--- src/rtl/core/simplex_basis_gradient_assert.svh ---
// ---------------------------------------------------------------------------
// Simplex basis gradient assertion macros
// Property macros used by the block's top-level file to check itself.
// ---------------------------------------------------------------------------
`ifndef SIMPLEX_BASIS_GRADIENT_ASSERT_SVH
`define SIMPLEX_BASIS_GRADIENT_ASSERT_SVH

// Same-cycle implication, sampled on clk and disabled in reset.
`define SBG_ASSERT_IMPLY(label, ante, cons, msg) \
    label: assert property (@(posedge clk) disable iff (!rst_n) (ante) |-> (cons)) \
        else $error(msg);

// Next-cycle implication, sampled on clk and disabled in reset.
`define SBG_ASSERT_NEXT(label, ante, cons, msg) \
    label: assert property (@(posedge clk) disable iff (!rst_n) (ante) |=> (cons)) \
        else $error(msg);

`endif

--- src/rtl/core/sbg_pkg.sv ---
// ---------------------------------------------------------------------------
// Simplex basis gradient package
// Widths, codes, types and register defaults shared across the block.
// ---------------------------------------------------------------------------
package sbg_pkg;

    localparam int COORD_WIDTH = 32;
    localparam int GRAD_WIDTH  = 48;
    localparam int COORD_FRAC  = 20;
    localparam int GRAD_FRAC   = 24;
    localparam int QSHIFT      = COORD_FRAC + GRAD_FRAC;

    localparam int DIFF_W = COORD_WIDTH + 1;
    localparam int PROD_W = 2 * DIFF_W;
    localparam int CR_W   = PROD_W + 1;
    localparam int LO_W   = DIFF_W + 1;
    localparam int PLO_W  = LO_W + 1 + DIFF_W;
    localparam int PHI_W  = (CR_W - LO_W) + DIFF_W;
    localparam int DEN_W  = CR_W + DIFF_W + 2;
    localparam int NB_W   = CR_W + 1;
    localparam int QB     = GRAD_WIDTH + 1;
    localparam int NUM_W  = NB_W + QSHIFT;
    localparam int MAG_W  = QB + 1;
    localparam int GEO_ST = 7;

    localparam int IN_W   = 12 * COORD_WIDTH;
    localparam int OUT_W  = 3 * GRAD_WIDTH;

    localparam logic [1:0] DIM_2D          = 2'd2;
    localparam logic       CFG_DIMENSION   = 1'b0;
    localparam logic       CFG_SMALL_FLOOR = 1'b1;
    localparam logic [1:0] DIM_RESET       = 2'd3;
    localparam logic [7:0] FLOOR_RESET     = 8'd2;

    typedef logic signed [COORD_WIDTH-1:0] coord_t;
    typedef logic signed [DIFF_W-1:0]      diff_t;
    typedef logic signed [PROD_W-1:0]      prod_t;
    typedef logic signed [CR_W-1:0]        cr_t;
    typedef logic signed [PLO_W-1:0]       plo_t;
    typedef logic signed [PHI_W-1:0]       phi_t;
    typedef logic signed [DEN_W-1:0]       den_t;
    typedef logic signed [NB_W-1:0]        nb_t;
    typedef logic signed [GRAD_WIDTH-1:0]  grad_t;

    typedef struct packed {
        logic [1:0] corner;
        logic       last;
        logic       degen;
    } tag_t;

    typedef struct packed {
        logic [NB_W-1:0] nmag;
        logic            neg;
    } lane_in_t;

    typedef struct packed {
        logic [DEN_W-1:0] r;
        logic [QB-1:0]    q;
        logic [QB-1:0]    nlow;
        logic             neg;
        logic             over;
    } div_st_t;

endpackage

--- src/rtl/core/sbg_fin.sv ---
// ---------------------------------------------------------------------------
// Simplex basis gradient finishing stage
// Rounds quotients, saturates, floors, restores sign; zeroes degenerate and 2D z.
// ---------------------------------------------------------------------------
module sbg_fin
    import sbg_pkg::*;
(
    input  logic             clk,
    input  logic             rst_n,
    input  logic             en,
    input  logic             two_d,
    input  logic [7:0]       small_floor,
    input  logic             in_valid,
    input  tag_t             in_tag,
    input  logic [DEN_W-1:0] in_dmag,
    input  div_st_t          in_st [3],
    output logic             out_valid,
    output tag_t             out_tag,
    output grad_t            out_grad [3]
);

    logic             vld_reg;
    tag_t             tag_reg;
    logic [MAG_W-1:0] mag_reg [3];
    logic             neg_reg [3];
    logic             over_reg [3];
    logic [MAG_W-1:0] lim [3];
    logic [MAG_W-1:0] sat [3];
    logic             sgn [3];

    always_ff @(posedge clk or negedge rst_n)
    begin
        if (!rst_n)
        begin
            vld_reg <= 1'b0;
        end
        else if (en)
        begin
            vld_reg <= in_valid;
        end
    end

    always_ff @(posedge clk)
    begin
        if (en)
        begin
            tag_reg <= in_tag;
            for (int l = 0; l < 3; l++)
            begin
                mag_reg[l]  <= MAG_W'(in_st[l].q)
                             + MAG_W'({in_st[l].r, 1'b0} >= {1'b0, in_dmag});
                neg_reg[l]  <= in_st[l].neg;
                over_reg[l] <= in_st[l].over;
            end
        end
    end

    always_comb
    begin
        for (int l = 0; l < 3; l++)
        begin
            lim[l] = (MAG_W'(1) << (GRAD_WIDTH - 1)) - MAG_W'(!neg_reg[l]);
            sat[l] = (over_reg[l] || mag_reg[l] > lim[l]) ? lim[l] : mag_reg[l];
            sgn[l] = neg_reg[l];
            if (sat[l] < MAG_W'(small_floor))
            begin
                sat[l] = MAG_W'(small_floor);
                sgn[l] = 1'b0;
            end
            out_grad[l] = sgn[l] ? grad_t'(-sat[l]) : grad_t'(sat[l]);
            if (tag_reg.degen || (two_d && l == 2))
            begin
                out_grad[l] = '0;
            end
        end
    end

    assign out_valid = vld_reg;
    assign out_tag   = tag_reg;

endmodule

--- config.mk ---
export PLATFORM = sky130hd
export DESIGN_NAME = sbg_fin
export DESIGN_NICKNAME = d
export VERILOG_FILES = /design/src/rtl/core/simplex_basis_gradient_assert.svh /design/src/rtl/core/sbg_pkg.sv /design/src/rtl/core/sbg_fin.sv
export SDC_FILE = /design/constraint.sdc
export NUM_CORES = 1
export LEC_CHECK = 0
export ABC_CLOCK_PERIOD_IN_PS = 12400
export BUFFER_PORTS_ARGS = -buffer_cell sky130_fd_sc_hd__buf_2
export CORE_AREA = 2 2 340 342
export DETAILED_ROUTE_END_ITERATION = 10
export DIE_AREA = 0 0 342 344
export SLEW_MARGIN = 20
export SYNTH_ARGS = -nofsm -noshare
export SYNTH_HDL_FRONTEND = slang
export SYNTH_SLANG_ARGS = --single-unit
--- constraint.sdc ---
create_clock -name clk -period 12.4 [get_ports clk]
set_input_delay 1.86 -clock clk [delete_from_list [all_inputs] [get_ports clk]]
set_output_delay 1.86 -clock clk [all_outputs]
set_load 0.02 [all_outputs]
Word-level counts from Yosys, hierarchy flattened
Memories as Yosys holds them, arrays and structs flattened.
Cells that the tools add are included.
W data, S select, Z words.
{"block": "word_totals", "n_memories": 3, "word_cells": 49, "ramBits": 156, "in_bits": 725, "reg_bits": 5}
{"block": "classes", "order_cmp": 9, "n_addsub": 9, "muxes": 17, "reduce_logical": 7}
{"name": "mag_reg", "depth": 3, "width": 50, "read_ports": 3, "rd_clocked_by_memory_dff": 0, "wr": 3, "line_no": "sbg_fin.sv:24", "text": "logic [MAG_W-1:0] mag_reg [3];"}
{"name": "neg_reg", "depth": 3, "width": 1, "read_ports": 3, "rd_clocked_by_memory_dff": 0, "wr": 3, "line_no": "sbg_fin.sv:25", "text": "logic neg_reg [3];"}
{"name": "over_reg", "depth": 3, "width": 1, "read_ports": 3, "rd_clocked_by_memory_dff": 0, "wr": 3, "line_no": "sbg_fin.sv:26", "text": "logic over_reg [3];"}
{"op": "$mux W48", "n": 9}
{"op": "$ge A103 B102 Y1", "n": 3}
{"op": "$add A49 B1 Y50", "n": 3}
{"op": "$gt A50 B50 Y1", "n": 3}
{"op": "$lt A50 B8 Y1", "n": 3}
{"op": "$mux W50", "n": 3}
{"op": "$sub A48 B1 Y49 const A", "n": 3}
{"op": "$neg A48 Y48", "n": 3}
{"op": "$mux W1", "n": 5}
{"op": "$logic_or A1 B1 Y1", "n": 4}
{"op": "$logic_not A1 Y1", "n": 3}

Longest topological paths before layout
Gate-level depths: netlist of the first run.
An unclocked memory read counts as a cell.
{"block": "depth", "depth_word": 11, "mapped_depth": 34, "depth_no_buf": 26}

Worst setup path after synthesis of the first run
Ideal clock, no wire load.
{"block": "synth_path", "kind": "register -> output", "from": "memory neg_reg[2][0] (netlist: neg_reg[0][2])", "to": "output out_grad[40] in the netlist's numbering", "required_ns": 10.540, "setup_slack_ns": 1.746, "stages_incl_launch_ff": 32, "path_buffers": 9, "arrival_ns": 8.794, "path_cell_list": "edfxtp_1 -> clkbuf_1 -> clkinv_1 -> clkbuf_1 -> clkbuf_1 -> ha_1 -> or4_1 -> a21oi_1 -> o21ai_0 -> a211oi_1 -> a21o_1 -> buf_2 -> buf_2 -> clkbuf_1 -> clkbuf_1 -> buf_1 -> a21o_1 -> ha_1 -> nand2_1 -> o21ai_0 -> a211oi_1 -> o21ai_1 -> clkinv_1 -> nand2_1 -> clkbuf_1 -> mux2i_1 -> ha_1 -> nand2_1 -> a211oi_1 -> a31oi_2 -> or4_1 -> a311oi_1"}
{"element": "start: declaration", "line_no": "sbg_fin.sv:25"}
{"element": "end: declaration", "line_no": "sbg_fin.sv:19", "text": "output grad_t out_grad [3]"}

==> flow_summary.yaml, run 1 <==
logic_synthesis:
  syn_avg_cell_area_sq_um: 8.14
  synth_area_leader_cell: "ha_1"
  ys_warn_count: 0
  syn_inst: 3111
  netlist_top_cells_count: "ha_1, nor2_1, nand2_1"
  synth_most_common_cell: "ha_1"
  synth_fp_nets: 4313
  ys_ff_latch: 161
  synth_edf_count: 160
  ys_types: 90
  syn-cell-area_sq_um: 25300
  synth_top_cell_area_share_pct: 23.6
  async_reset_ff_share_pct: 0.621
  synthFlopType: "edfxtp_1"
  synth_seq_area_share_pct: 19.1
  synth_area_leaders: "ha_1, edfxtp_1, a21o_1"
timing:
  max_slew_margin_pct: 29.5
  fmax_mhz: 89.3
  worstMarginPinSlew_ns: 1.06
  finClkSkew_ns: 0
  layout_min_cycle_time_ns: 11.20
  setup_ws_ns: 1.20
  slew_viol_final: 0
  finalCritPeriodShare_pct: 90.3
  tns_ns: 0
  rsz0062_at_grt: "false"
  setup_viol: 0
  hold_viol_final: 0
critical_path:
  cp-startpoint: "neg_reg[0][2]"
  reg2reg_depth: 1
  cpPeakStageDelay_ns: 0.71
  r2r_setup_slack_ns: 11.65
  cp-endpoint: "out_grad[10]"
  worstReg2RegEnd: "out_valid"
  cpMaxStageDelayCell: "edfxtp_1"
  crit_buf_inv: 4
  start_kind: "flip-flop"
  crit_type: "flip-flop to primary output"
  cp_max_fo: 61
  critPathArrivalTime_ns: 9.34
  path_depth: 26
  crit_family: "compound AO/OA/AOI/OAI gates"
  end_kind: "primary output"
  reg2reg_from: "out_valid"
  cp.required_ns: 10.54
  crit_top_cell: "a21o_1"
route:
  met1_length_microns: 47000
  maxUsedRoutingLayer: "met5"
  dr_wl_met3_microns: 10300
  via_per_inst: 5.26
  wl_per_cell_microns: 24.1
  wirelength_microns: 129000
  final_antenna_net_count: 0
  dr.pass1.iters: 6
  num_vias: 28100
  wl_met2_microns: 64300
  drt_iter0_markers: 2465
  drc: 0
global_route:
  gr-total-overflow: 0
  grt_pass1_vias: 26700
  grt_pass1_wl_microns: 180000
  grt_start_max_net_pins: 89
  grt_use_total_pct: 20.9
  antenna_found_initial: 77
pwr:
  p_per_area_nw_per_um2: 73.9
  power.share.clock_pct: 23.7
  switching_share_pct: 42.5
  pwr-share-seq_pct: 31.7
  power.internal_w: 0.00134
  p_leak_nw: 14.2
  total_power_w: 0.00232
  power.net_switching_w: 0.000988
  peakVddDrop_mv: 0.108
  combPwrFrac_pct: 44.5
place:
  dp_hpwl_microns: 109000
  preCtsSetupSlack_ns: 1.94
  gp_congestion: 0.977
  portBuffers: 726
  place_inst: 5279
cts:
  cts_resized: 0
  htreeDepth: 4
  cts_tree: "built"
  clk_latency_ns: 0.49
  cts.sinks: 161
  clock_path_buffers: 2
  clk_pin_slew_worst_paths_ns: 0.07
  cts_made_buffers: 17
  post-cts-setup-buffer-count: 0
  hold_buffers: 0
  root_buffer: "clkbuf_16"
layout:
  fin_cells: 5345
  largest_reg_flops: 150
  drive_gt1_share_pct: 22.7
  area_growth_pct: 24.2
  nNetsFinal: 4988
floorplanning:
  io_pins: 874
  coreArea_sq_um: 114000
  start_util_pct: 22.2
  dieWidth_microns: 342
  dieHeight_microns: 344
  die_area_sq_um: 118000
  std_cell_rows: 124
min_path:
  hp-class: "flip-flop to flip-flop"
  worstHoldStart: "out_valid"
  min_path_cells: 1
job:
  maxCapViolCount: 0
run_status:
  status: "complete, no violations"
-- cells in the final DEF, fill, tap and decap left out, drive strengths merged, types with 102 or more instances in the layout --
master and instances:
a21o 166, a21oi 227, buf 768, edfxtp 160
ha 477, inv 150, nand2 236, nand3 112
nand4 119, nor2 244, nor3 102, o21ai 158
xnor2 130
-- cell families after synthesis --
| logic type | share of synthesized area (%) |
|---|---|
| xor+xnor | 6.89 |
| compound gates | 21.8 |
| buf+inv | 3.92 |
| simple gates | 23.6 |
| flops | 19.1 |
| fa+ha+maj | 23.6 |
| mux | 1.15 |
-- how the worst min path moves through the flow --
stage / to
3_3_place_gp: out_valid
6_report: out_valid
3_5_place_dp: out_valid
4_1_cts: out_valid
2_1_floorplan: out_valid
5_1_grt: out_valid
-- layer usage --
| metal | vias up | GRT usage (%) |
|---|---|---|
| li1 | 13300 | - |
| met1 | 13200 | 23.1 |
| met4 | 36 | 9.71 |
| met2 | 1359 | 38.2 |
| met5 | - | 0 |
| met3 | 245 | 4.32 |
-- power by group through the flow --
| stage | Clock, W | Combinational [W] | Sequential [W] |
|---|---|---|---|
| CTS | 0.000567 | 0.00103 | 0.000734 |
| global placement | 0 | 0.00101 | 0.000745 |
| global route | 0.000580 | 0.00114 | 0.000744 |
| finish | 0.000552 | 0.00104 | 0.000737 |
| detailed placement | 0 | 0.00103 | 0.000745 |
| floorplan | 0 | 0.000614 | 0.000714 |
-- cell type report --
| cell class | count | area [sq um] |
|---|---|---|
| Multi-Input combinational cell | 2692 | 19500 |
| Clock buffer | 18 | 429 |
| Fill cell | 12500 | 82400 |
| Timing Repair Buffer | 768 | 3960 |
| Clock inverter | 14 | 151 |
| Antenna cell | 34 | 85.1 |
| Inverter | 146 | 548 |
| Sequential cell | 161 | 4830 |
| Tap cell | 1512 | 1890 |
-- through the flow --
stage | hold slack (ns) | utilization [%] | area (sq um)
final | 0.518 | 27.6 | 31400
after global routing | 0.537 | 27.6 | 31400
after CTS | 0.522 | 27.5 | 31400
after detailed placement | 0.506 | 27.0 | 30800
after global placement | 0.485 | 27.0 | 30800
after floorplan | 0.636 | - | 25300
(Power assumes the default switching activity.)
==> inputs of run 2 (changes only) <==
- CTS_BUF_LIST: unset -> sky130_fd_sc_hd__clkbuf_8
==> run 2 against run 1 <==
Compared with the run above: sequential power barely moved; clock skew is the same; critical path type unchanged; die area unchanged.
==> flow_summary.yaml, run 2 (synthesis gave the netlist of run 1 again) <==
run_status:
  status: "complete, no violations"
route:
  wl_per_cell_microns: 24.1
  via_per_inst: 5.24
  wirelength_microns: 129000
  drt_iter0_markers: 2471
  final_antenna_net_count: 0
  dr.pass1.iters: 6
  drc: 0
  num_vias: 28000
floorplanning:
  coreArea_sq_um: 114000
  std_cell_rows: 124
  die_area_sq_um: 118000
  dieHeight_microns: 344
  start_util_pct: 22.2
  io_pins: 874
  dieWidth_microns: 342
place:
  gp_congestion: 0.977
  portBuffers: 726
  dp_hpwl_microns: 109000
layout:
  drive_gt1_share_pct: 22.7
  largest_reg_flops: 150
  layout_commonest_cell: "buf_2"
  area_growth_pct: 23.5
  nNetsFinal: 4988
  final_core_util_pct: 27.4
  most-common-layout-cells: "buf_2, ha_1, nor2_1"
critical_path:
  reg2reg_from: "out_valid"
  cp.required_ns: 10.54
  start_kind: "flip-flop"
  r2r_setup_slack_ns: 11.65
  critPathArrivalTime_ns: 9.39
  end_kind: "primary output"
  crit_type: "flip-flop to primary output"
  cp_max_fo: 61
  cp-startpoint: "neg_reg[0][2]"
timing:
  finClkSkew_ns: 0
  finalCritPeriodShare_pct: 90.7
  setup_viol: 0
  hold_viol_final: 0
  fmax_mhz: 88.9
  worstMarginPinSlew_ns: 1.06
  layout_min_cycle_time_ns: 11.25
  max_slew_margin_pct: 29.2
  tns_ns: 0
  slew_viol_final: 0
  rsz0062_at_grt: "false"
cts:
  cts_tree: "built"
  cts_made_buffers: 17
  root_buffer: "clkbuf_8"
  hold_buffers: 0
  clk_pin_slew_worst_paths_ns: 0.10
  clk_latency_ns: 0.57
  post-cts-setup-buffer-count: 0
  htreeDepth: 4
  clock_path_buffers: 2
  cts_resized: 0
  cts.sinks: 161
global_route:
  grt_pass1_vias: 26600
  antenna_found_initial: 75
  grt_pass1_wl_microns: 180000
  grt_start_max_net_pins: 89
  gr-total-overflow: 0
  grt_use_total_pct: 20.9
min_path:
  worstHoldStart: "out_valid"
  hp-class: "flip-flop to flip-flop"
pwr:
  p_leak_nw: 14.2
  p_per_area_nw_per_um2: 70.0
  power.share.clock_pct: 19.1
  power.net_switching_w: 0.000970
  pwr-share-seq_pct: 33.7
  combPwrFrac_pct: 47.3
  switching_share_pct: 44.4
  peakVddDrop_mv: 0.0734
  power.internal_w: 0.00122
job:
  maxCapViolCount: 0
==> run 2: changes by cell type in the layout (fill, tap and decap cells not counted), sizes merged <==
cell    previous run  this run
inv              150       151
diode             34        35
clkbuf            18        17
==> run 2: layer usage <==
| layer | global-route usage [%] | up-vias | share of wire (%) | wire length [microns] |
|---|---|---|---|---|
| met1 | 23.0 | 13100 | 36 | 46900 |
| met2 | 38.2 | 1364 | 50 | 64700 |
| li1 | - | 13300 | - | - |
| met5 | 0 | - | 0.17 | 216 |
| met3 | 4.29 | 246 | 8.0 | 10300 |
| met4 | 9.78 | 36 | 5.1 | 6520 |
==> run 2: path summary, 6_finish.rpt <==
| path | endpoint | cells past startpoint |
|---|---|---|
| max reg2reg | out_valid | 1 |
| max in group asynchronous | out_valid | 1 |
| max | out_grad[10] | 26 |
| min reg2reg | out_valid | 1 |
| min in group asynchronous | out_valid | 1 |
| min | out_valid | 1 |
==> run 2: power groups by stage <==
| stage | clock [W] | sequential, W | combinational, W |
|---|---|---|---|
| detailed placement | 0 | 0.000745 | 0.00103 |
| global placement | 0 | 0.000745 | 0.00101 |
| CTS | 0.000432 | 0.000733 | 0.00103 |
| finish | 0.000417 | 0.000736 | 0.00103 |
| global route | 0.000444 | 0.000743 | 0.00114 |
| floorplan | 0 | 0.000714 | 0.000614 |
==> run 2: worst max-delay path: stages, from the launching register on <==
cell	delay, ns
edfxtp_1	0.73
buf_4	0.44
ha_1	0.30
a21o_1	0.16
a21o_1	0.17
a221oi_1	0.34
o21ai_0	0.15
a211oi_1	0.57
a21o_1	0.25
buf_4	0.56
a21o_1	0.21
ha_1	0.23
a21oi_1	0.18
nand2_1	0.07
nor4_1	0.33
o21ai_1	0.16
clkinv_1	0.24
nand2_1	0.43
mux2i_1	0.35
ha_1	0.52
nand2_1	0.23
a211oi_1	0.64
a31oi_2	0.25
o31ai_1	0.33
xor2_1	0.10
a21oi_1	0.54
buf_2	0.29
==> run 2: area by class of cell <==
| type | instances | area, sq um |
|---|---|---|
| Antenna cell | 35 | 87.6 |
| Clock buffer | 17 | 234 |
| Clock inverter | 15 | 155 |
| Fill cell | 12500 | 82600 |
| Inverter | 146 | 548 |
| Multi-Input combinational cell | 2692 | 19500 |
| Sequential cell | 161 | 4830 |
| Tap cell | 1512 | 1890 |
| Timing Repair Buffer | 768 | 3960 |
==> run 2: through the flow <==
step / power (W) / setup WS (ns) / instances / hold slack [ns] / cell area [sq um]
after floorplan: 0.00133 / 1.75 / 3111 / 0.636 / 25300
after global placement: 0.00175 / 2.02 / 5279 / 0.485 / 30800
after detailed placement: 0.00177 / 1.94 / 5279 / 0.506 / 30800
after CTS: 0.00220 / 1.24 / 5311 / 0.529 / 31200
after global routing: 0.00233 / 0.606 / 5330 / 0.546 / 31200
final: 0.00219 / 1.15 / 5346 / 0.526 / 31300
