--- src/rtl/core/simplex_basis_gradient_assert.svh ---
// ---------------------------------------------------------------------------
// Simplex basis gradient assertion macros
// Property macros used by the block's top-level file to check itself.
// ---------------------------------------------------------------------------
`ifndef SIMPLEX_BASIS_GRADIENT_ASSERT_SVH
`define SIMPLEX_BASIS_GRADIENT_ASSERT_SVH

// Same-cycle implication, sampled on clk and disabled in reset.
`define SBG_ASSERT_IMPLY(label, ante, cons, msg) \
    label: assert property (@(posedge clk) disable iff (!rst_n) (ante) |-> (cons)) \
        else $error(msg);

// Next-cycle implication, sampled on clk and disabled in reset.
`define SBG_ASSERT_NEXT(label, ante, cons, msg) \
    label: assert property (@(posedge clk) disable iff (!rst_n) (ante) |=> (cons)) \
        else $error(msg);

`endif

--- src/rtl/core/sbg_pkg.sv ---
// ---------------------------------------------------------------------------
// Simplex basis gradient package
// Widths, codes, types and register defaults shared across the block.
// ---------------------------------------------------------------------------
package sbg_pkg;

    localparam int COORD_WIDTH = 32;
    localparam int GRAD_WIDTH  = 48;
    localparam int COORD_FRAC  = 20;
    localparam int GRAD_FRAC   = 24;
    localparam int QSHIFT      = COORD_FRAC + GRAD_FRAC;

    localparam int DIFF_W = COORD_WIDTH + 1;
    localparam int PROD_W = 2 * DIFF_W;
    localparam int CR_W   = PROD_W + 1;
    localparam int LO_W   = DIFF_W + 1;
    localparam int PLO_W  = LO_W + 1 + DIFF_W;
    localparam int PHI_W  = (CR_W - LO_W) + DIFF_W;
    localparam int DEN_W  = CR_W + DIFF_W + 2;
    localparam int NB_W   = CR_W + 1;
    localparam int QB     = GRAD_WIDTH + 1;
    localparam int NUM_W  = NB_W + QSHIFT;
    localparam int MAG_W  = QB + 1;
    localparam int GEO_ST = 7;

    localparam int IN_W   = 12 * COORD_WIDTH;
    localparam int OUT_W  = 3 * GRAD_WIDTH;

    localparam logic [1:0] DIM_2D          = 2'd2;
    localparam logic       CFG_DIMENSION   = 1'b0;
    localparam logic       CFG_SMALL_FLOOR = 1'b1;
    localparam logic [1:0] DIM_RESET       = 2'd3;
    localparam logic [7:0] FLOOR_RESET     = 8'd2;

    typedef logic signed [COORD_WIDTH-1:0] coord_t;
    typedef logic signed [DIFF_W-1:0]      diff_t;
    typedef logic signed [PROD_W-1:0]      prod_t;
    typedef logic signed [CR_W-1:0]        cr_t;
    typedef logic signed [PLO_W-1:0]       plo_t;
    typedef logic signed [PHI_W-1:0]       phi_t;
    typedef logic signed [DEN_W-1:0]       den_t;
    typedef logic signed [NB_W-1:0]        nb_t;
    typedef logic signed [GRAD_WIDTH-1:0]  grad_t;

    typedef struct packed {
        logic [1:0] corner;
        logic       last;
        logic       degen;
    } tag_t;

    typedef struct packed {
        logic [NB_W-1:0] nmag;
        logic            neg;
    } lane_in_t;

    typedef struct packed {
        logic [DEN_W-1:0] r;
        logic [QB-1:0]    q;
        logic [QB-1:0]    nlow;
        logic             neg;
        logic             over;
    } div_st_t;

endpackage

--- src/rtl/core/sbg_seq.sv ---
// ---------------------------------------------------------------------------
// Simplex basis gradient corner sequencer
// Holds one element and issues its corners, one per cycle unless stalled, in rotated order.
// ---------------------------------------------------------------------------
module sbg_seq
    import sbg_pkg::*;
(
    input  logic   clk,
    input  logic   rst_n,
    input  logic   en,
    input  logic   two_d,
    input  logic   s_valid,
    input  coord_t in_v [4][3],
    output logic   s_ready,
    output logic   out_valid,
    output tag_t   out_tag,
    output coord_t out_p [4][3]
);

    logic       hold_valid_reg;
    logic [1:0] k_reg;
    coord_t     hold_v_reg [4][3];
    logic       out_valid_reg;
    tag_t       tag_reg;
    coord_t     p_reg [4][3];
    logic [1:0] k_last;
    logic       issue;
    logic       last_issue;
    logic       accept;

    function automatic logic [1:0] rot_idx(logic [1:0] k, logic [1:0] j, logic tw);
        logic [2:0] sum;
        sum = {1'b0, k} + {1'b0, j};
        if (tw && sum >= 3'd3)
        begin
            sum = sum - 3'd3;
        end
        else if (!tw && sum >= 3'd4)
        begin
            sum = sum - 3'd4;
        end
        return sum[1:0];
    endfunction

    assign k_last     = two_d ? 2'd2 : 2'd3;
    assign issue      = hold_valid_reg && en;
    assign last_issue = issue && (k_reg == k_last);
    assign s_ready    = !hold_valid_reg || last_issue;
    assign accept     = s_valid && s_ready;

    always_ff @(posedge clk or negedge rst_n)
    begin
        if (!rst_n)
        begin
            hold_valid_reg <= 1'b0;
            k_reg          <= 2'd0;
            out_valid_reg  <= 1'b0;
        end
        else
        begin
            if (accept)
            begin
                hold_valid_reg <= 1'b1;
                k_reg          <= 2'd0;
            end
            else if (last_issue)
            begin
                hold_valid_reg <= 1'b0;
            end
            else if (issue)
            begin
                k_reg <= k_reg + 2'd1;
            end
            if (en)
            begin
                out_valid_reg <= hold_valid_reg;
            end
        end
    end

    always_ff @(posedge clk)
    begin
        if (accept)
        begin
            hold_v_reg <= in_v;
        end
        if (en)
        begin
            tag_reg.corner <= k_reg;
            tag_reg.last   <= (k_reg == k_last);
            tag_reg.degen  <= 1'b0;
            for (int i = 0; i < 4; i++)
            begin
                for (int j = 0; j < 3; j++)
                begin
                    p_reg[i][j] <= hold_v_reg[rot_idx(k_reg, 2'(i), two_d)][j];
                end
            end
        end
    end

    assign out_valid = out_valid_reg;
    assign out_tag   = tag_reg;
    assign out_p     = p_reg;

endmodule

--- config.mk ---
export PLATFORM = sky130hd
export DESIGN_NAME = sbg_seq
export DESIGN_NICKNAME = d
export VERILOG_FILES = /design/src/rtl/core/simplex_basis_gradient_assert.svh /design/src/rtl/core/sbg_pkg.sv /design/src/rtl/core/sbg_seq.sv
export SDC_FILE = /design/constraint.sdc
export NUM_CORES = 1
export LEC_CHECK = 0
export BUFFER_PORTS_ARGS = -buffer_cell sky130_fd_sc_hd__buf_2
export CORE_AREA = 2 2 302 304
export DETAILED_ROUTE_END_ITERATION = 8
export DIE_AREA = 0 0 304 306
export PLACE_DENSITY = 0.71
export SLEW_MARGIN = 20
export SYNTH_ARGS = -nofsm -noshare
export SYNTH_HDL_FRONTEND = slang
export SYNTH_SLANG_ARGS = --single-unit
--- constraint.sdc ---
create_clock -name clk -period 20.4 [get_ports clk]
set_input_delay 1.02 -clock clk [delete_from_list [all_inputs] [get_ports clk]]
set_output_delay 1.02 -clock clk [all_outputs]
set_load 0.005 [all_outputs]
* Word level (Yosys, flattened, before mapping) *
Cells that the tools add are included.

word-level totals
  output and inout port bits = 390
  register bits = 775
  word-level logic and storage cells = 106

cells by class
  reductions and logical operators = 17
  magnitude comparators = 12
  $add $sub $neg = 12
  mux-type cells = 30
  eq/ne operators = 2
  bitwise gates (word level) = 4

operators by type and width
  kind                                                                      count
  96-bit binary-select mux with 2-bit select                                4
  96-bit 2-to-1 mux                                                         8
  2-bit 2-to-1 mux                                                          15
  3-bit >= comparator (second input constant)                               7
  2-bit inverter with 3-bit output                                          4
  1-bit logical AND                                                         11
  3-bit by 2-bit >= comparator with 1-bit output (second input constant)    3
  2-bit by 1-bit subtractor with 2-bit output (second input constant)       4
  2-bit subtractor (second input constant)                                  4
  2-bit by 2-bit adder with 3-bit output (second input constant)            2
  2-bit nonzero test                                                        2
  2-bit by 1-bit adder with 3-bit output (second input constant)            1
  2-bit by 3-bit >= comparator with 1-bit output (second input constant)    1
  1-bit 2-to-1 mux                                                          3
  2-bit by 1-bit adder with 2-bit output (second input constant)            1
  2-bit == test                                                             1
  2-bit >= comparator (second input constant)                               1
  1-bit logical NOT                                                         2
  2-bit by 1-bit inequality test with 1-bit output (second input constant)  1
  2-bit AND reduction                                                       1
  1-bit logical OR                                                          1

* Depth between registers and ports, before layout *
Gate-level depths: netlist (run 1).

  depth after elaboration = 10
  mapped depth = 10
  depth with buffers taken out = 6

* Least setup slack after synthesis (run 1) *
Ideal clock, no wire load.

  path type = in2reg
  from = in two_d
  to = reg hold_v_reg[0] (netlist name), enable pin
  stages = 5
  buffers on the path = 2
  arrival time = 20.302 ns
  setup time = 1.260 ns
  setup slack = -1.162 ns
  path through = buf_4 > xor2_4 > buf_2 > nand3_1 > a21oi_1

on the way
  longest elaborated chain between the ends = 5

ends and longest elaborated chain
  item                  line           source
  from (decl)           sbg_seq.sv:11  input logic two_d,
  1-bit 2-to-1 mux      sbg_seq.sv:45  assign k_last = two_d ? 2'd2 : 2'd3;
  2-bit == test         sbg_seq.sv:47  assign last_issue = issue && (k_reg == k_last);
  1-bit logical AND     sbg_seq.sv:47
  1-bit logical OR      sbg_seq.sv:48  assign s_ready = !hold_valid_reg || last_issue;
  1-bit logical AND     sbg_seq.sv:49  assign accept = s_valid && s_ready;
  via accept            sbg_seq.sv:29  logic accept;
  to (signal assigned)  sbg_seq.sv:85  hold_v_reg <= in_v;
  to (decl)             sbg_seq.sv:22  coord_t hold_v_reg [4][3];

The timed path passes the listed nets, and every way through them passes these cells.
A chain may end at the register's enable or synchronous reset.

* Final worst setup path (run 1) *
  from = reg k_reg[0]
  to = reg p_reg, in the netlist out_p[269], data pin

on the way
  longest elaborated chain between the ends = 10

ends and longest elaborated chain
  item                                                        line           source
  from (decl)                                                 sbg_seq.sv:21  logic [1:0] k_reg;
  from (signal assigned)                                      sbg_seq.sv:72  k_reg <= k_reg + 2'd1;
  2-bit by 1-bit adder with 3-bit output (*)                  sbg_seq.sv:33  sum = {1'b0, k} + {1'b0, j};
  3-bit >= comparator                                         sbg_seq.sv:38  else if (!tw && sum >= 3'd4)
  1-bit logical AND                                           sbg_seq.sv:38
  2-bit 2-to-1 mux                                            sbg_seq.sv:38
  2-bit 2-to-1 mux (*)                                        sbg_seq.sv:34  if (tw && sum >= 3'd3)
  2-bit 2-to-1 mux (*)                                        sbg_seq.sv:87  if (en)
  2-bit inverter with 3-bit output (implied by the code) (*)  sbg_seq.sv:96  p_reg[i][j] <= hold_v_reg[rot_idx(k_reg, 2'(i), two_d)][j];
  96-bit binary-select mux with 2-bit select (*)              sbg_seq.sv:96
  96-bit 2-to-1 mux (*) (2 in series)                         --
  to (signal, indexed assignment)                             sbg_seq.sv:96
  to (decl)                                                   sbg_seq.sv:25  coord_t p_reg [4][3];

Mark *: on every way between the ends. The rest lies on a longest branch, timed or not. The select of a mux whose other input is x is not followed.

==> metrics.txt, run 1 <==
result of the run completed; list of most frequent post-synthesis cells 771 x edfxtp_1, 288 x mux4_2, 190 x a211oi_1; terminus of the critical flop-to-flop path out_p[269]; Initial Utilization 38.5%; die area 0.0930 sq mm; post-synthesis to final-layout area growth 22.6%; kind of critical path reg2reg; fraction of layout cells with a size suffix above 1 48.5%; Clk Latency, worst-skew pair 660 ps; worst-case clock skew 28.1 ps; Worst Path Required 20770 ps; clock-pin transition on the worst setup and hold timing paths 60 ps; Util after Layout 47.2%; post-route total power 7.81 mW; Routed WL 105000 microns; number of distinct library cell variants in the gate-level netlist after synthesis 42; number of nets with antenna violations after detailed routing 0; Final Max Tran Viols 0; starting DRC count in detailed routing 1975; setup total negative slack 0 ps; number of primary I/O pins 779; net count of the finished layout 2882; pin count of the biggest net entering global routing 158; number of flops mapped to enable cells by yosys 771; Setup crit end kind register; count of cells along the worst register-to-register path 8; kind of start point of the critical path register; antenna violations before repair 33; largest cells by area after synthesis edfxtp_1 67%, mux4_2 19%, a211oi_1 4.1%; Pwr per Cell Area 185 mW/mm^2; leading cell type by number of instances after synthesis edfxtp_1; average size of a mapped cell 20.0 sq um; Total GRT Usage 22.1%; total grt overflow 0; static leakage 15.0 nW; worst vdd rail ir drop 212 uV; number of buffers added on ports 777; worst-path maximum fanout 76; worst slack on hold paths 158 ps; Async S/R FF share, synth 0.516%; WL/cell 27.9 microns; unrepaired setup endpoints after global routing false; number of inserted filler cells in the final layout 7517; hold violation total from the final report 0; Setup violations, final 0; CTS Root Cell clkbuf_16; die outline width 304 microns; worst hold path type in2async; HPWL after DPL 67600 microns; floorplan die height 306 microns; Post-Syn Nets 2120; Std-Cell Rows 110; slew at the pin closest to its max-slew limit 1090 ps; startpoint of the worst register-to-register path k_reg[0]; number of iterations in the first detailed-routing pass 5; post-CTS setup buffer count 0; Num CTS Buffers 86; Yosys warning count 0; DR DRC count 0; # H-tree levels 3; share of synthesized area occupied by flip-flops and latches 67.4%; worst-case headroom to the max-slew limit 27.6%; Primary FF master, synth edfxtp_1; Tmin final 5300 ps; Synth Register Bits 775; total of hold buffers inserted after clock tree synthesis 0; CTS tree yes; Mapped Cells 1726; post-synth top area share 67.1%; post-synth design cell area 0.0345 sq mm; number of maximum-capacitance violations 0; instance count after placement with tap cells included 3576; Final Cycle Share 26.0%; count of placed standard cells in the final layout, fillers left out 3749; overall via count from detail_route 22000; cells resized by post-CTS repair 0; GPL Wtd Cong 0.837; Clock Path Buffers 3; library cell occupying the most area in the post-synthesis netlist edfxtp_1; vias in the first global route 22900; FMAX 189 MHz; worst path arrival time 5670 ps; mean number of vias per cell 5.88; clock tree sinks 775; reg-to-reg setup timing slack 15100 ps; standard cell core area 0.0896 sq mm; wire length of the first global-routing pass 152000 microns
-- metrics by stage --
stage / area [sq um] / setup slack, ps
4_1_cts: 42200 / 15260
6_report: 42300 / 15100
2_1_floorplan: 34500 / 7530
5_1_grt: 42300 / 14910
3_5_place_dp: 39500 / 15100
3_3_place_gp: 39500 / 15310
-- cell families (layout without fill, tap and decap cells) --
family | count (synthesis) | after routing | synth area share, %
other | 1 | 21 | 0.0109
buffers and inverters | 142 | 969 | 2.31
AND/OR/NAND/NOR | 115 | 115 | 2.05
XOR/XNOR | 5 | 5 | 0.247
AO/OA/AOI/OAI | 297 | 297 | 6.08
adder cells (fa/ha/maj) | 5 | 5 | 0.181
flip-flops | 775 | 775 | 67.4
multiplexers | 386 | 386 | 21.7
-- placed cells by master, fill, tap and decap left out, types with 2 or more instances in the layout --
cell	count
ha_1	4
a211oi_1	190
o22ai_1	95
buf_2	776
bufinv_16	9
nor2b_1	96
mux2i_4	2
mux2i_1	95
clkbuf_16	89
clkinv_1	18
buf_12	2
a31oi_1	2
nor3_1	2
clkbuf_1	13
clkinvlp_4	3
a21oi_1	2
diode_2	20
inv_1	4
xnor2_4	3
edfxtp_1	771
clkinv_2	12
clkinv_4	3
inv_6	6
buf_4	32
nand2_1	4
nor2_1	2
mux4_2	288
o21ai_0	2
dfrtp_1	4
nand3b_1	3
-- power by group --
| group | total (mW) | internal (mW) | leakage, nW | switching, mW |
|---|---|---|---|---|
| Combinational | 3.43 | 1.54 | 6.34 | 1.89 |
| Clock | 1.54 | 0.909 | 1.35 | 0.634 |
| Sequential | 2.84 | 2.56 | 7.34 | 0.283 |
| Total | 7.81 | 5.01 | 15.0 | 2.81 |
-- final cells by class --
class / instances / area (sq um) / share of cell area, %
diodes: 20 / 50.0 / 0.118
repair buffers: 811 / 4180 / 9.88
clock inverters: 51 / 499 / 1.18
well taps: 1176 / 1470 / 3.48
flip-flops and latches: 775 / 23300 / 55.0
clock buffers: 102 / 2280 / 5.38
multi-input cells: 809 / 10500 / 24.9
inverters: 5 / 18.8 / 0.0444
-- critical path, cell delays in order (launching register included) --
cell and delay, ps:
dfrtp_1 730, inv_2 300, ha_4 570, buf_4 770
buf_4 900, buf_4 850, nor2b_1 140, a211oi_1 270
a211oi_1 70
-- worst max-delay path by stage --
stage | start | endpoint | slack [ps] | cells past startpoint
3_3_place_gp | en | hold_v_reg[172] | 15310 | 6
5_1_grt | k_reg[0] | out_p[269] | 14910 | 8
6_report | k_reg[0] | out_p[269] | 15100 | 8
3_5_place_dp | en | hold_v_reg[364] | 15100 | 6
4_1_cts | k_reg[0] | out_p[269] | 15260 | 8
2_1_floorplan | two_d | hold_v_reg[0] | 7530 | 5
-- metal layers --
layer  global-route usage (%)  vias up  routed length [microns]
met4                     9.21       26                     3500
met3                     6.88      236                    11100
met5                        0        -                      158
li1                         -     9051                        -
met2                     36.3     1475                    51600
met1                     27.2    11200                    38200
(Power assumes the default switching activity.)
==> run 2, diff against run 1 <==
Clock period 20.4 ns to 4.65 ns, I/O delays scaled along.
==> run 2 against run 1 <==
  * The flow now finishes with violations (antenna violations)
  * Final cell count increased by 10%
  * Sequential power rose to 4.4 times the previous value
  * Flip-flop and latch count unchanged
  * Largest cell class unchanged
==> metrics.txt, run 2 (synthesis results as in run 1) <==
post-route total power 34.6 mW (was 7.81 mW); die outline width 304 microns (unchanged); unrepaired setup endpoints after global routing false (unchanged); Total GRT Usage 23.5% (was 22.1%); worst-case headroom to the max-slew limit 23.5% (was 27.6%); worst hold path type in2reg (was in2async); WL/cell 26.9 microns (was 27.9 microns); floorplan die height 306 microns (unchanged); clock-pin transition on the worst setup and hold timing paths 60 ps (about the same); CTS tree yes (unchanged); worst-case clock skew 19.2 ps (was 28.1 ps); Clk Latency, worst-skew pair 660 ps (about the same); Final Cycle Share 73.8% (was 26.0%); Setup crit end kind register (unchanged); result of the run complete, but fails checks (was completed); # H-tree levels 3 (unchanged); number of buffers added on ports 777 (unchanged); static leakage 16.7 nW (was 15.0 nW); die area 0.0930 sq mm (unchanged); Routed WL 111000 microns (was 105000 microns); antenna violations before repair 4 (was 33); Tmin final 3430 ps (was 5300 ps); most common cell after layout, fill and taps aside buf_2 (unchanged); overall via count from detail_route 23900 (was 22000); Pwr per Cell Area 750 mW/mm^2 (was 185 mW/mm^2); wire length of the first global-routing pass 163000 microns (was 152000 microns); starting DRC count in detailed routing 2526 (was 1975); total grt overflow 0 (unchanged); worst path setup slack after routing 1220 ps (was 15100 ps); mean number of vias per cell 5.79 (was 5.88); Clock Path Buffers 3 (unchanged); post-CTS setup buffer count 0 (unchanged); worst path arrival time 3810 ps (was 5670 ps); CTS Root Cell clkbuf_16 (unchanged); Initial Utilization 38.5% (unchanged); number of nets with antenna violations after detailed routing 1 (was 0); HPWL after DPL 67000 microns (was 67600 microns); kind of critical path reg2reg (unchanged); net count of the finished layout 3270 (was 2882); final std cell area, no fill 0.0462 sq mm (was 0.0423 sq mm); number of primary I/O pins 779 (unchanged); Std-Cell Rows 110 (unchanged); failing checks antenna violations; Final Max Tran Viols 0 (unchanged); Num CTS Buffers 85 (was 86); worst vdd rail ir drop 1100 uV (was 212 uV); worst-path maximum fanout 46 (was 76); standard cell core area 0.0896 sq mm (unchanged); hold violation total from the final report 0 (unchanged); number of iterations in the first detailed-routing pass 5 (unchanged); area post-placement 0.0397 sq mm (was 0.0395 sq mm); post-placement worst setup slack 1230 ps (was 15100 ps); top library cells by usage in the layout, fill and taps aside 776 x buf_2, 771 x edfxtp_1, 389 x dlygate4sd3_1 (was 776 x buf_2, 771 x edfxtp_1, 288 x mux4_2); number of maximum-capacitance violations 0 (unchanged); vias in the first global route 25400 (was 22900); slew at the pin closest to its max-slew limit 1150 ps (was 1090 ps); Worst Path Required 5030 ps (was 20770 ps); GPL Wtd Cong 0.892 (was 0.837); pin count of the biggest net entering global routing 155 (was 158); clock tree sinks 775 (unchanged); kind of start point of the critical path register (unchanged); post-synthesis to final-layout area growth 34.0% (was 22.6%); Setup violations, final 0 (unchanged); fraction of layout cells with a size suffix above 1 42.0% (was 48.5%); FMAX 292 MHz (was 189 MHz); DR DRC count 0 (unchanged)
[run 2: final timing paths]
path	start	endpoint	slack, ps	cells past startpoint
max in group asynchronous	rst_n	out_valid	3900	3
min in group asynchronous	rst_n	k_reg[1]	560	3
hold reg to reg	out_valid	out_valid	540	2
setup / recovery	k_reg[0]	out_p[171]	1220	6
setup reg to reg	k_reg[0]	out_p[171]	1220	6
hold / removal	in_v[114]	hold_v_reg[114]	280	2
[run 2: critical path: stages (launching register included)]
cell	delay, ps
dfrtp_1	750
inv_2	300
ha_1	270
nand2b_2	250
xnor2_4	430
buf_12	410
mux4_2	590
[run 2: metal layers]
metal / up-vias / wire, microns / share of wire, % / track usage [%]
met5: - / 0 / 0 / 0
met4: 0 / 5270 / 4.8 / 11.1
met3: 350 / 11800 / 11 / 6.42
met2: 1818 / 55200 / 50 / 39.8
met1: 11900 / 38700 / 35 / 27.9
li1: 9822 / - / - / -
[run 2: repair_timing]
item,in CTS,in global routing
hold buffers,389,0
gates resized for setup,0,0
hold endpoints to repair,432,0
[run 2: final cells by class]
class / count / area, sq um
tap: 1176 / 1470
sequential: 775 / 23300
antenna: 10 / 25.0
fill: 6952 / 43400
clock buffer: 113 / 2300
timing repair buffer: 1200 / 8310
inverter: 5 / 18.8
clock inverter: 41 / 270
multi-input combinational: 809 / 10600
[run 2: power by group]
group | switching [mW] | total [mW] | internal, mW | leakage, nW
logic | 8.49 | 15.7 | 7.20 | 8.05
registers | 1.32 | 12.5 | 11.2 | 7.34
clock network | 2.82 | 6.42 | 3.60 | 1.27
total | 12.6 | 34.6 | 22.0 | 16.7
[run 2: through the flow]
stage	cells	util, %	TNS (ps)	hold WS, ps
after global placement	3576	44.3	0	40.4
after floorplan	1726	-	-1302020	-63.1
after detailed placement	3576	44.3	0	47.2
final	4129	51.6	0	276
after global routing	4123	51.6	0	237
after CTS	4119	51.5	0	219
